[config.mk]
export PLATFORM = sky130hd
export DESIGN_NAME = tcc_queue
export DESIGN_NICKNAME = d
export VERILOG_FILES = /design/src/tcc_pkg.sv /design/src/tcc_queue.sv
export SDC_FILE = /design/constraint.sdc
export NUM_CORES = 1
export LEC_CHECK = 0
export BUFFER_PORTS_ARGS = -buffer_cell sky130_fd_sc_hd__clkbuf_2
export CORE_MARGIN = 2
export CORE_UTILIZATION = 51
export CTS_CLUSTER_DIAMETER = 80
export DETAILED_ROUTE_END_ITERATION = 16
export PLACE_DENSITY_LB_ADDON = 0.25
export SLEW_MARGIN = 20
export SYNTH_ARGS = -nofsm -noshare
export SYNTH_HDL_FRONTEND = slang
export SYNTH_SLANG_ARGS = --single-unit
[constraint.sdc]
create_clock -name i_clk -period 2.6 [get_ports i_clk]
set_input_delay 0.13 -clock i_clk [delete_from_list [all_inputs] [get_ports i_clk]]
set_output_delay 0.13 -clock i_clk [all_outputs]
set_load 0.01 [all_outputs]
[src/tcc_pkg.sv]
// ============================================================================
// tcc_pkg - shared types and constants for the text cell console
// Field widths, register codes, command and operation codes, queue entry
// and status types used by the front end, the queue and the back end.
// ============================================================================
package tcc_pkg;

    // Field widths of the item and result channels
    localparam int CMD_W    = 3;
    localparam int CHAR_W   = 8;
    localparam int CLR_W    = 4;
    localparam int COLIN_W  = 6;
    localparam int ROWIN_W  = 5;
    localparam int CELL_W   = CHAR_W + 2 * CLR_W;

    // Configuration register widths and reset values
    localparam int COLS_W   = 7;
    localparam int ROWS_W   = 6;
    localparam logic [COLS_W-1:0] COLUMNS_RST = 7'd50;
    localparam logic [ROWS_W-1:0] ROWS_RST    = 6'd15;
    localparam logic [CLR_W-1:0]  DFORE_RST   = 4'd15;
    localparam logic [CLR_W-1:0]  DBACK_RST   = 4'd0;

    // APB port
    localparam int APB_ADDR_W = 4;
    localparam int APB_DATA_W = 32;

    // Default geometry limits
    localparam int DEF_MAX_COLUMNS = 64;
    localparam int DEF_MAX_ROWS    = 32;

    // Widest column and row carried in a queue entry (covers the largest geometry)
    localparam int OP_COL_W = 8;
    localparam int OP_ROW_W = 7;

    // Character and colour constants
    localparam logic [CHAR_W-1:0] SPACE_CHAR   = 8'h20;
    localparam logic [CHAR_W-1:0] NEWLINE_CHAR = 8'h0A;
    localparam logic [CLR_W-1:0]  WHITE_FG     = 4'hF;

    // Queue between front and back
    localparam int QUEUE_DEPTH = 2;
    localparam int QPTR_W      = $clog2(QUEUE_DEPTH);
    localparam int QCNT_W      = $clog2(QUEUE_DEPTH + 1);

    // Register index
    typedef enum logic [1:0] {
        REG_COLUMNS = 2'd0,
        REG_ROWS    = 2'd1,
        REG_DFORE   = 2'd2,
        REG_DBACK   = 2'd3
    } t_reg;

    // Command codes on the item channel
    typedef enum logic [CMD_W-1:0] {
        CMD_WRITE  = 3'd0,
        CMD_PUT    = 3'd1,
        CMD_CLEAR  = 3'd2,
        CMD_DELETE = 3'd3,
        CMD_SETCUR = 3'd4,
        CMD_READ   = 3'd5
    } t_cmd;

    // Classified operation handed to the back end
    typedef enum logic [2:0] {
        K_WRITE,
        K_NEWLINE,
        K_PUT,
        K_CLEAR,
        K_DELETE,
        K_SETCUR,
        K_READ,
        K_NOP
    } t_kind;

    typedef struct packed {
        t_kind                kind;
        logic [CHAR_W-1:0]    ch;
        logic [CLR_W-1:0]     fg;
        logic [CLR_W-1:0]     bg;
        logic [OP_COL_W-1:0]  col;
        logic [OP_ROW_W-1:0]  row;
    } t_op;

    typedef struct packed {
        logic valid;
        logic full;
    } t_q_stat;

    // Back-end sequencer states
    typedef enum logic [2:0] {
        BS_IDLE,
        BS_READ,
        BS_SCROLL,
        BS_FILL,
        BS_CLEAR
    } t_bstate;

endpackage

[src/tcc_queue.sv]
// ============================================================================
// tcc_queue - short operation queue between front and back
// Two-entry FIFO; lets the front keep taking commands while the back is busy.
// ============================================================================
module tcc_queue (
    input  logic             i_clk,
    input  logic             i_rst_n,
    input  logic             i_push,
    input  tcc_pkg::t_op     i_op,
    input  logic             i_pop,
    output tcc_pkg::t_op     o_op,
    output tcc_pkg::t_q_stat o_stat
);
    import tcc_pkg::*;

    t_op               r_slot [QUEUE_DEPTH];
    logic [QPTR_W-1:0] r_wp;
    logic [QPTR_W-1:0] r_rp;
    logic [QCNT_W-1:0] r_cnt;

    assign o_op         = r_slot[r_rp];
    assign o_stat.valid = r_cnt != '0;
    assign o_stat.full  = r_cnt == QCNT_W'(QUEUE_DEPTH);

    // Advance pointers and count
    always_ff @(posedge i_clk) begin
        if (!i_rst_n) begin
            r_wp  <= '0;
            r_rp  <= '0;
            r_cnt <= '0;
        end else begin
            if (i_push) begin
                r_wp <= (r_wp == QPTR_W'(QUEUE_DEPTH - 1)) ? '0 : r_wp + QPTR_W'(1);
            end
            if (i_pop) begin
                r_rp <= (r_rp == QPTR_W'(QUEUE_DEPTH - 1)) ? '0 : r_rp + QPTR_W'(1);
            end
            if (i_push && !i_pop) begin
                r_cnt <= r_cnt + QCNT_W'(1);
            end else if (i_pop && !i_push) begin
                r_cnt <= r_cnt - QCNT_W'(1);
            end
        end
    end

    // Hold entry payload
    always_ff @(posedge i_clk) begin
        if (i_push) begin
            r_slot[r_wp] <= i_op;
        end
    end

endmodule

# After elaboration in Yosys (flattened, before gate mapping)
# Memories as Yosys holds them, arrays and structs flattened. A register that Yosys moved wholly into a read port is not among the register bits.
# Cells that the tools add are included.
totals:
  regBits: 4
  ramBits: 68
  in_bits: 38
  output_inout_bits: 36
  memories: 1
classes:
  n_addsub: 4
  n_eq_ne: 1
  mux: 8
  n_reduce_logical: 6
memory_table:
  columns: ["name", "depth", "width", "read_ports", "rd_clocked_by_memory_dff", "write_ports", "line_no", "text"]
  rows:
  - ["r_slot", 2, 34, 1, 1, 1, "tcc_queue.sv:16", "t_op r_slot [QUEUE_DEPTH];"]
ops:
  columns: ["op", "count"]
  rows:
  - ["$mux 1", 6]
  - ["$mux 2", 2]
  - ["$reduce_bool 2->1", 2]
  - ["$add 1x1->1 const B", 2]
  - ["$add 2x1->2 const B", 1]
  - ["$eq 2x2->1 const B", 1]
  - ["$logic_and 1x1->1", 2]
  - ["$logic_not 1->1", 2]
  - ["$sub 2x1->2 const B", 1]

# Depth between registers and ports, before layout
logic_depth:
  ltp_word: 4
  ltp_mapped: 5
  mapped_depth_nobuf: 5

# Least setup slack after synthesis
# No wires, ideal clock.
synth_timing:
  path_kind: "register to register"
  start: "register r_wp"
  end: "memory r_slot[0][0] in the netlist's numbering (enable)"
  setup_time_ns: 0.430
  arrival_time_ns: 1.864
  slack_ns: 0.306
  stages_incl_launch_ff: 2
  path_buffers: 0
  synth_period_minus_slack_ns: 2.294
  path_cell_list: "dfxtp_1 nor2b_1"
synth_lines:
  columns: ["element", "line_no", "text"]
  rows:
  - ["start, declared", "tcc_queue.sv:17", "logic [QPTR_W-1:0] r_wp;"]
  - ["start signal, assigned", "tcc_queue.sv:33", "r_wp <= (r_wp == QPTR_W'(QUEUE_DEPTH - 1)) ? '0 : r_wp + QPTR_W'(1);"]
  - ["end, declared", "tcc_queue.sv:16", null]
# Straight into the memory's write port.

==> flow_summary.ini <==
[route]
drc_errors = 0
firstDrtPassIters = 4
ant_nets = 0
vias_per_cell = 4.779
via_count = 1534
wire_per_inst_um = 15.18
drt_first_iter_violations = 51
wirelength_mm = 4.873

[pwr]
p_per_area_nw_per_um2 = 663.9
p_int_uw = 1897
netSwitchingFraction = 0.2148
pwr-share-clk = 0.299
p_sw_uw = 518.7
p_comb_frac = 0.128
vdd_drop_max_mv = 0.5279
pwr-share-seq = 0.572
cellLeakagePower_uw = 0.001420

[finish]
nets = 285
drive_gt1_frac = 0.4980
final_util = 0.7170
diodes = 0
syn2layout_area_growth_pct = 36.08
fill_cells = 368

[timing]
slew_headroom = 0.5626
skew_ns = 0.004555
whs_ns = 0.05814
slew_violations = 0
fmax_mhz = 496.5
fin_crit_ns = 2.014
setup_violations = 0
max_slew.worst_pin.slew_ns = 0.6551
hold_viol_final = 0
finalSetupTns_ns = 0
finalCritPeriodShare = 0.7746
rsz0062_at_grt = no

[run_status]
status = completed

[min_path]
hold_path.class = in -> reg
min-delay-start = i_rst_n

[logic_synthesis]
yosysMostFrequentCell = edfxtp_1
synth-seq-cells = 73
ys_types = 17
synthTopCellsByCount = edfxtp_1 (68), mux2_2 (34), dfxtp_1 (5)
yosysSeqAreaShare = 0.8011
yosysTopAreaCellShare = 0.7637
syn_inst = 128
ys_top_cells_by_area = edfxtp_1 (76%), mux2_2 (14%), dfxtp_1 (3.7%)
netlist_area_sq_um = 2674
synth_fp_nets = 167
yosysWarningCount = 0
async_flop_share = 0
ys.flop_type = edfxtp_1
synth-edff-count = 68
synth_top_cell_by_area = edfxtp_1
syn_area_per_cell_sq_um = 20.89

[cts]
cts.clk_slew.worst_paths_ns = 0.07
clockBufferDepth = 2
cts_htree_levels = 3
cts_root_buf = clkbuf_8
clk_latency_ns = 0.33
clock-sinks = 73
cts_inserted_buffers = 9
post_cts_buffers = 0
cts_tree = yes

[grt]
grt_start_max_net_pins = 35
grt_usage = 0.1779
antenna_found_initial = 0
grt_first_pass_wirelength_mm = 7.693
overflow = 0
grt_pass1_vias = 1686

[critical_path]
critPathKind = reg -> out
reg2reg_from = r_wp
cp-start-kind = flip-flop
crit_path_max_fanout = 16
cp.arrival_ns = 1.88
crit_path_end_kind = primary output
worstPathRequired_ns = 2.47

[placed_design]
io_buffers = 73
hpwl_mm = 3.186
gp_congestion = 0.7390

[job]
maxCapViolations = 0

[floorplan]
die_h_um = 76.41
die_w_um = 76.41
initial_core_util = 0.5269
ioPinCount = 74
num_rows = 26
fp.dieArea_sq_um = 5838
core_area_sq_um = 5075
cells in the final DEF, fill, tap and decap left out:
master and count:
dlygate4sd3_1 34, clkinv_2 1, nor2b_4 1, a21boi_1 1, edfxtp_1 68, clkbuf_1 5
dfxtp_1 5, and2b_2 1, buf_4 4, o21ai_0 1, clkbuf_2 73, xor2_1 2
ha_1 1, or3_1 1, inv_1 1, xnor2_1 1, nor2b_1 1, mux2_2 34
and2_1 4, o21a_1 1, clkbuf_8 10, or2_2 1
final cells by class:
type	count	area (sq um)	share of cell area
tap	70	87.58	0.02407
inverter	1	3.754	0.001032
clock buffer	15	156.4	0.04298
timing repair buffer	111	735.7	0.2022
multi-input combinational	50	508.0	0.1396
clock inverter	1	5.005	0.001376
sequential	73	2142	0.5887
power groups by stage:
stage / clock network (uW) / registers [uW] / logic [uW]
final: 723 / 1380 / 310
after global routing: 795 / 1390 / 334
after CTS: 745 / 1380 / 314
after detailed placement: 0 / 1410 / 272
after global placement: 0 / 1400 / 261
after floorplan: 0 / 1390 / 164
per-stage QoR:
| stage | total power [uW] | cell area, sq um | cells | worst slack [ns] |
|---|---|---|---|---|
| floorplan | 1557 | 2674 | 128 | 0.3059 |
| global placement | 1663 | 3137 | 271 | 0.9438 |
| detailed placement | 1681 | 3137 | 271 | 0.9062 |
| CTS | 2442 | 3638 | 321 | 0.5392 |
| global route | 2517 | 3638 | 321 | 0.4508 |
| finish | 2415 | 3638 | 321 | 0.5860 |
registers in the layout, summed over array words and instances (netlist names), named ones only:
name and cells:
r_slot 68, r_cnt 2, r_rp 1, r_wp 1
final timing paths:
kind | endpoint | slack, ns | depth (start not counted)
max | o_op[30] | 0.59 | 3
min | r_wp | 0.06 | 2
max reg2reg | r_slot[0][11] | 1.21 | 2
min reg2reg | r_cnt[1] | 0.54 | 2
repair_timing:
item / in CTS / in global routing
resized for setup: 0 / 0
endpoints found under the hold margin: 68 / 0
hold buffers: 34 / 0
worst max-delay path, stage by stage (launching register included):
cell and delay, ns:
dfxtp_1 0.74, buf_4 0.31, mux2_2 0.37, clkbuf_2 0.13
kinds of logic (layout without fill, tap and decap cells):
group / count (synthesis) / in the layout / share of synthesized area
flops: 73 / 73 / 0.8011
mux: 34 / 34 / 0.1432
simple gates: 9 / 9 / 0.02199
buf+inv: 5 / 128 / 0.01169
compound gates: 3 / 3 / 0.007487
xor+xnor: 3 / 3 / 0.009829
fa+ha+maj: 1 / 1 / 0.004679
routing by layer:
metal / global-route usage / wire length (um) / vias up / share of wire
met2: 0.3080 / 2684 / 50 / 0.55
met3: 0.04858 / 237 / 10 / 0.049
met1: 0.1988 / 1848 / 743 / 0.38
met5: 0 / 0 / - / 0
li1: - / - / 731 / -
met4: 0.09818 / 102 / 0 / 0.021
Note: power is estimated with default switching activity, not from simulation.
