<file path="src/tcc_pkg.sv">
// ============================================================================
// tcc_pkg - shared types and constants for the text cell console
// Field widths, register codes, command and operation codes, queue entry
// and status types used by the front end, the queue and the back end.
// ============================================================================
package tcc_pkg;

    // Field widths of the item and result channels
    localparam int CMD_W    = 3;
    localparam int CHAR_W   = 8;
    localparam int CLR_W    = 4;
    localparam int COLIN_W  = 6;
    localparam int ROWIN_W  = 5;
    localparam int CELL_W   = CHAR_W + 2 * CLR_W;

    // Configuration register widths and reset values
    localparam int COLS_W   = 7;
    localparam int ROWS_W   = 6;
    localparam logic [COLS_W-1:0] COLUMNS_RST = 7'd50;
    localparam logic [ROWS_W-1:0] ROWS_RST    = 6'd15;
    localparam logic [CLR_W-1:0]  DFORE_RST   = 4'd15;
    localparam logic [CLR_W-1:0]  DBACK_RST   = 4'd0;

    // APB port
    localparam int APB_ADDR_W = 4;
    localparam int APB_DATA_W = 32;

    // Default geometry limits
    localparam int DEF_MAX_COLUMNS = 64;
    localparam int DEF_MAX_ROWS    = 32;

    // Widest column and row carried in a queue entry (covers the largest geometry)
    localparam int OP_COL_W = 8;
    localparam int OP_ROW_W = 7;

    // Character and colour constants
    localparam logic [CHAR_W-1:0] SPACE_CHAR   = 8'h20;
    localparam logic [CHAR_W-1:0] NEWLINE_CHAR = 8'h0A;
    localparam logic [CLR_W-1:0]  WHITE_FG     = 4'hF;

    // Queue between front and back
    localparam int QUEUE_DEPTH = 2;
    localparam int QPTR_W      = $clog2(QUEUE_DEPTH);
    localparam int QCNT_W      = $clog2(QUEUE_DEPTH + 1);

    // Register index
    typedef enum logic [1:0] {
        REG_COLUMNS = 2'd0,
        REG_ROWS    = 2'd1,
        REG_DFORE   = 2'd2,
        REG_DBACK   = 2'd3
    } t_reg;

    // Command codes on the item channel
    typedef enum logic [CMD_W-1:0] {
        CMD_WRITE  = 3'd0,
        CMD_PUT    = 3'd1,
        CMD_CLEAR  = 3'd2,
        CMD_DELETE = 3'd3,
        CMD_SETCUR = 3'd4,
        CMD_READ   = 3'd5
    } t_cmd;

    // Classified operation handed to the back end
    typedef enum logic [2:0] {
        K_WRITE,
        K_NEWLINE,
        K_PUT,
        K_CLEAR,
        K_DELETE,
        K_SETCUR,
        K_READ,
        K_NOP
    } t_kind;

    typedef struct packed {
        t_kind                kind;
        logic [CHAR_W-1:0]    ch;
        logic [CLR_W-1:0]     fg;
        logic [CLR_W-1:0]     bg;
        logic [OP_COL_W-1:0]  col;
        logic [OP_ROW_W-1:0]  row;
    } t_op;

    typedef struct packed {
        logic valid;
        logic full;
    } t_q_stat;

    // Back-end sequencer states
    typedef enum logic [2:0] {
        BS_IDLE,
        BS_READ,
        BS_SCROLL,
        BS_FILL,
        BS_CLEAR
    } t_bstate;

endpackage

</file>
<file path="src/tcc_if.sv">
// ============================================================================
// tcc_if - item and result channels of the text cell console
// Valid/ready channels; a transaction completes when valid and ready are high.
// ============================================================================
interface tcc_in_if;
    import tcc_pkg::*;

    logic               valid;
    logic               ready;
    logic [CMD_W-1:0]   cmd;
    logic [CHAR_W-1:0]  char_code;
    logic [CLR_W-1:0]   fg_color;
    logic [CLR_W-1:0]   bg_color;
    logic [COLIN_W-1:0] col_in;
    logic [ROWIN_W-1:0] row_in;

    modport source (
        output valid, cmd, char_code, fg_color, bg_color, col_in, row_in,
        input  ready
    );
    modport sink (
        input  valid, cmd, char_code, fg_color, bg_color, col_in, row_in,
        output ready
    );
endinterface


</file>
<file path="src/tcc_front.sv">
// ============================================================================
// tcc_front - command intake and classification
// Takes command transactions, range-checks coordinates against the active
// geometry, saturates set-cursor targets and pushes one operation per item.
// ============================================================================
module tcc_front #(
    parameter int MAX_COLUMNS = tcc_pkg::DEF_MAX_COLUMNS,
    parameter int MAX_ROWS    = tcc_pkg::DEF_MAX_ROWS
) (
    input  logic [$clog2(MAX_COLUMNS+1)-1:0]  i_nc,
    input  logic [$clog2(MAX_ROWS+1)-1:0]     i_nr,
    tcc_in_if.sink                            i_item,
    input  tcc_pkg::t_q_stat                  i_q_stat,
    output logic                              o_push,
    output tcc_pkg::t_op                      o_op
);
    import tcc_pkg::*;

    localparam int NCW = $clog2(MAX_COLUMNS + 1);
    localparam int NRW = $clog2(MAX_ROWS + 1);
    localparam int XCW = OP_COL_W + 1;
    localparam int XRW = OP_ROW_W + 1;

    logic                col_ok;
    logic                row_ok;
    logic [OP_COL_W-1:0] col_sat;
    logic [OP_ROW_W-1:0] row_sat;

    // Accept whenever the queue has room
    assign i_item.ready = !i_q_stat.full;
    assign o_push       = i_item.valid && i_item.ready;

    // Range checks against the active area
    always_comb begin
        col_ok  = XCW'(i_item.col_in) < XCW'(i_nc);
        row_ok  = XRW'(i_item.row_in) < XRW'(i_nr);
        col_sat = col_ok ? OP_COL_W'(i_item.col_in) : OP_COL_W'(i_nc - NCW'(1));
        row_sat = row_ok ? OP_ROW_W'(i_item.row_in) : OP_ROW_W'(i_nr - NRW'(1));
    end

    // Classify the command
    always_comb begin
        o_op.ch  = i_item.char_code;
        o_op.fg  = i_item.fg_color;
        o_op.bg  = i_item.bg_color;
        o_op.col = OP_COL_W'(i_item.col_in);
        o_op.row = OP_ROW_W'(i_item.row_in);
        case (t_cmd'(i_item.cmd))
            CMD_WRITE: begin
                o_op.kind = (i_item.char_code == NEWLINE_CHAR) ? K_NEWLINE : K_WRITE;
            end
            CMD_PUT: begin
                o_op.kind = (col_ok && row_ok) ? K_PUT : K_NOP;
            end
            CMD_CLEAR: begin
                o_op.kind = K_CLEAR;
            end
            CMD_DELETE: begin
                o_op.kind = K_DELETE;
            end
            CMD_SETCUR: begin
                o_op.kind = K_SETCUR;
                o_op.col  = col_sat;
                o_op.row  = row_sat;
            end
            CMD_READ: begin
                o_op.kind = (col_ok && row_ok) ? K_READ : K_NOP;
            end
            default: begin
                o_op.kind = K_NOP;
            end
        endcase
    end

endmodule

</file>
<file path="src/flat_wrapper.sv">
// flat-port wrapper written by rule: the top's interface ports become plain ports
module tcc_front_flat import tcc_pkg::*;
#(
    parameter int MAX_COLUMNS = tcc_pkg::DEF_MAX_COLUMNS,
    parameter int MAX_ROWS    = tcc_pkg::DEF_MAX_ROWS
)
  (i_nc, i_nr, i_q_stat, o_push, o_op, i_item_valid, i_item_cmd, i_item_char_code, i_item_fg_color, i_item_bg_color, i_item_col_in, i_item_row_in, i_item_ready);
  tcc_in_if i_item_i ();
  input  logic [$clog2(MAX_COLUMNS+1)-1:0] i_nc;
  input  logic [$clog2(MAX_ROWS+1)-1:0] i_nr;
  input  tcc_pkg::t_q_stat i_q_stat;
  output logic o_push;
  output tcc_pkg::t_op o_op;
  input wire logic [$bits(i_item_i.valid)-1:0] i_item_valid;
  input wire logic [$bits(i_item_i.cmd)-1:0] i_item_cmd;
  input wire logic [$bits(i_item_i.char_code)-1:0] i_item_char_code;
  input wire logic [$bits(i_item_i.fg_color)-1:0] i_item_fg_color;
  input wire logic [$bits(i_item_i.bg_color)-1:0] i_item_bg_color;
  input wire logic [$bits(i_item_i.col_in)-1:0] i_item_col_in;
  input wire logic [$bits(i_item_i.row_in)-1:0] i_item_row_in;
  output wire logic [$bits(i_item_i.ready)-1:0] i_item_ready;
  assign i_item_i.valid = i_item_valid;
  assign i_item_i.cmd = i_item_cmd;
  assign i_item_i.char_code = i_item_char_code;
  assign i_item_i.fg_color = i_item_fg_color;
  assign i_item_i.bg_color = i_item_bg_color;
  assign i_item_i.col_in = i_item_col_in;
  assign i_item_i.row_in = i_item_row_in;
  assign i_item_ready = i_item_i.ready;
  tcc_front #(.MAX_COLUMNS(MAX_COLUMNS), .MAX_ROWS(MAX_ROWS)) u_core (.i_nc(i_nc), .i_nr(i_nr), .i_item(i_item_i), .i_q_stat(i_q_stat), .o_push(o_push), .o_op(o_op));
endmodule
</file>
<file path="config.mk">
export PLATFORM = sky130hd
export DESIGN_NAME = tcc_front_flat
export DESIGN_NICKNAME = d
export VERILOG_FILES = /design/src/tcc_pkg.sv /design/src/tcc_if.sv /design/src/tcc_front.sv /design/src/flat_wrapper.sv
export SDC_FILE = /design/constraint.sdc
export NUM_CORES = 1
export LEC_CHECK = 0
export BUFFER_PORTS_ARGS = -buffer_cell sky130_fd_sc_hd__clkbuf_2
export CORE_ASPECT_RATIO = 1.2
export CORE_UTILIZATION = 37
export DETAILED_ROUTE_END_ITERATION = 8
export GPL_TIMING_DRIVEN = 0
export PLACE_DENSITY = 0.85
export SYNTH_ARGS = -nofsm -noshare
export SYNTH_HDL_FRONTEND = slang
export SYNTH_SLANG_ARGS = --single-unit
export TNS_END_PERCENT = 100
</file>
<file path="constraint.sdc">
create_clock -name vclk -period 2.2
set_input_delay 0.33 -clock vclk [all_inputs]
set_output_delay 0.33 -clock vclk [all_outputs]
set_load 0.005 [all_outputs]
</file>
Word-level counts from Yosys, hierarchy flattened
Cells that the tools add are included.
{ "classes": {"add_sub_neg": 2, "order_cmp": 2, "n_mux": 7, "eq_ne": 6, "reduce_logical": 4} }
{ "op_table": {"columns": ["cell", "n"], "rows": [
  ["3-bit one-hot mux with 6 select lines", 1],
  ["15-bit two-way mux", 1],
  ["8-bit by 4-bit == test with 1-bit output, second input constant", 1],
  ["8-bit two-way mux", 1],
  ["7-bit by 1-bit subtractor with 8-bit output, second input constant", 1],
  ["6-bit by 7-bit less-than comparator with 1-bit output", 1],
  ["7-bit two-way mux", 1],
  ["6-bit by 1-bit subtractor with 7-bit output, second input constant", 1],
  ["3-bit by 2-bit == test with 1-bit output, second input constant", 2],
  ["3-bit == test, second input constant", 2],
  ["5-bit by 6-bit less-than comparator with 1-bit output", 1],
  ["3-bit by 1-bit == test with 1-bit output, second input constant", 1],
  ["3-bit zero test", 1],
  ["3-bit two-way mux", 1],
  ["1-bit logical AND", 2],
  ["1-bit two-way mux", 2],
  ["1-bit zero test", 1]
]} }
{ "totals": {"reg_bits": 0, "output_inout_bits": 36, "inputBits": 46} }

Logic depth before layout (Yosys ltp)
{ "logic_depth": {"depth_word": 4, "ltp_mapped": 7, "mapped_depth_nobuf": 7} }

Worst setup path before layout
Ideal clock, no wire load.
{ "synth_path": {"path_kind": "input port to output port", "start": "input i_nc[4]", "end": "output o_op[10] (netlist bit)", "t_arrival_ns": 1.602, "path_buffers": 0, "cell_stages": 6, "slack_ns": 0.268, "t_required_ns": 1.870, "path_cell_list": "inv_1 -> ha_1 -> a211oi_1 -> nor3_1 -> o211ai_4 -> mux2_2"} }
{ "synth_rtl": {"columns": ["element", "line_no", "source"], "rows": [
  ["from (decl)", "flat_wrapper.sv:9", "input logic [$clog2(MAX_COLUMNS+1)-1:0] i_nc;"],
  ["to (decl)", "flat_wrapper.sv:13", "output tcc_pkg::t_op o_op;"]
]} }

==> flow_metrics.env <==
export IMPL_whs_path_depth=2
export IMPL_top_usage_layer="met2"
export IMPL_irDropWorstVdd_mv=0.117
export IMPL_gr_usage_met3_pct=3.13
export IMPL_cell_area_power_density_nw_per_um2=184
export IMPL_n_sequential_cell=0
export IMPL_worst_slew_margin_rel_pct=67.8
export IMPL_seqCellArea_um2=0
export IMPL_power_static_leakage_nw=0.760
export IMPL_grt_overflow_total=0
export IMPL_critPathMaxStageDelay_ns=0.38
export IMPL_drt_first_pass_iters=6
export IMPL_finalSetupTns_ns=-0.0137
export IMPL_post_drt_via_cell_ratio=5.00
export IMPL_floorplan_initialDensity_pct=40.5
export IMPL_drt_first_iter_violations=22
export IMPL_route_vias_total=1000
export IMPL_core_rowCount=17
export IMPL_layout_setup_ws_ns=-0.0137
export IMPL_placement_io_buffers=73
export IMPL_post_synth_num_cell_types=28
export IMPL_critical_path_slowest_cell="o211ai_4"
export IMPL_top_cells_by_area_synth="ha_1 18%, buf_4 16%, mux2_2 13%"
export IMPL_synth_area_um2=767
export IMPL_route_final_wire_length_um=2410
export IMPL_yosys_warnings=0
export IMPL_outcome="finished, violations left"
export IMPL_core_area_um2=1890
export IMPL_max_cap_violation_count=0
export IMPL_setup_worst_path_start_class="input pin"
export IMPL_crit_arrival_ns=1.88
export IMPL_grt_usage_pct=19.8
export IMPL_maximum_number_of_pins_on_one_net_before_global_route_repair=9
export IMPL_first_pass_grt_wire_length_um=3570
export IMPL_hold_violations=0
export IMPL_worst_path_buf_inv=3
export IMPL_die_area_um2=2260
export IMPL_synth_common_cells="16 x buf_4, 14 x inv_1, 11 x ha_1"
export IMPL_syn_nets=159
export IMPL_timing_worst_slew_pin_value_ns=0.470
export IMPL_syn_to_final_growth_pct=79.3
export IMPL_final_period_utilization_pct=101
export IMPL_top_level_ports=82
export IMPL_max_freq_ghz=0.452
export IMPL_globalRouteMet1Util_pct=19.8
export IMPL_globalRouteMet2Util_pct=42.8
export IMPL_syn_mean_instance_area_um2=7.52
export IMPL_hold_slack_ns=0.828
export IMPL_worst_ep_required_time_ns=1.87
export IMPL_drt_antenna_violating_nets=0
export IMPL_timing_final_max_slew_violations=0
export IMPL_initial_antenna_violation_count=0
export IMPL_dp_cells=194
export IMPL_layout_drive_gt1_share_pct=69.6
export IMPL_hold_buffers=0
export IMPL_drc_errors=17
export IMPL_die_width_um=43.6
export IMPL_failed_checks="design-rule violations, negative setup slack"
export IMPL_n_antenna_cell=0
export IMPL_syn_instance_count=102
export IMPL_hp_start="i_item_fg_color[2]"
export IMPL_worstSetupEndpointType="output pin"
export IMPL_holdCritPathClass="input pin to output pin"
export IMPL_path_cells="buf_8 -> inv_6 -> ha_4 -> a211oi_4 -> nor3_4 -> o211ai_4 -> mux2_4 -> buf_6"
export IMPL_nNetsFinal=240
export IMPL_yosys_cell_count_top_type="buf_4"
export IMPL_chipHeight_um=51.9
export IMPL_crit_family="compound AO/OA/AOI/OAI gates"
export IMPL_yosysTopAreaCellShare_pct=17.9
export IMPL_gp_congestion=0.868
export IMPL_worst_hold_endpoint="o_op[21]"
export IMPL_hpwlAfterDp_um=1920
export IMPL_timing_final_setup_violations=1
export IMPL_grt_pass1_vias=890
export IMPL_post_drt_wl_per_cell_um=12.0
export IMPL_synth_yosys_seq_area_share_pct=0
export IMPL_final_cells=200
export IMPL_path_max_fanout=8
export IMPL_clock_buffers=0
export IMPL_synth_top_cell_by_area="ha_1"
export IMPL_worstSetupPathType="input pin to output pin"
export IMPL_period_minus_slack_ns=2.21
export IMPL_rsz_0062_raised_after_global_routing="true"
cells in the final DEF (no fill, tap or decap), drive strengths merged, types with 2 or more instances in the layout:
cell,Yosys,layout
nand4b,2,2
nand3,4,4
clkbuf,0,70
nand2,2,2
nor2,7,7
buf,16,25
mux2,9,9
nor3,4,4
xor2,4,4
nor4,4,4
mux2i,2,2
a211oi,2,2
a21oi,4,4
ha,11,11
o211ai,2,2
xnor2,5,5
inv,15,15
power breakdown:
group	total [W]	switching [W]	leakage [nW]	internal, W
logic	0.000252	0.000113	0.760	0.000140
clock network	0	0	0	0
registers	0	0	0	0
worst max path at each step:
stage | start | to | slack (ns) | depth (start not counted)
after floorplan | i_nc[4] | o_op[10] | 0.27 | 6
after global placement | i_nc[4] | o_op[14] | -0.05 | 8
after detailed placement | i_nc[4] | o_op[9] | -0.08 | 8
after CTS | i_nc[4] | o_op[9] | -0.008 | 8
after global routing | i_nc[1] | o_op[9] | -0.08 | 8
final | i_nc[4] | o_op[9] | -0.01 | 8
what timing repair did:
item | in CTS | in global routing
resized for setup | 7 | 29
endpoints found under the setup margin | 11 | 15
cloned | 0 | 0
pin swaps | 2 | 8
setup buffers | 2 | 4
cell families (layout without fill, tap and decap cells):
kind of cell | count (synthesis) | count (layout) | share of synthesized area [%]
buf+inv | 31 | 110 | 23.0
xor+xnor | 9 | 9 | 10.3
simple gates | 28 | 28 | 20.7
compound gates | 12 | 12 | 12.2
fa+ha+maj | 11 | 11 | 17.9
mux | 11 | 11 | 15.8
metrics by stage:
step	util (%)	setup slack [ns]	total power, W	area, um^2
6_report	72.6	-0.0137	0.000252	1380
3_3_place_gp	61.1	-0.0519	0.000189	1160
4_1_cts	63.8	-0.00779	0.000207	1210
3_5_place_dp	61.1	-0.0785	0.000196	1160
5_1_grt	72.6	-0.0767	0.000275	1380
2_1_floorplan	-	0.268	0.000104	767
routing by layer:
| metal | up-vias | share of wire, % |
|---|---|---|
| li1 | 503 | - |
| met1 | 431 | 36 |
| met2 | 64 | 53 |
| met3 | 2 | 10 |
| met4 | 0 | 0.96 |
| met5 | - | 0 |
cell type report:
class | instances | area [um^2]
Multi-Input combinational cell | 71 | 739
Fill cell | 142 | 518
Timing Repair Buffer | 79 | 430
Buffer | 16 | 120
Inverter | 15 | 61.3
Tap cell | 19 | 23.8
Power figures use the tool's default switching activity.
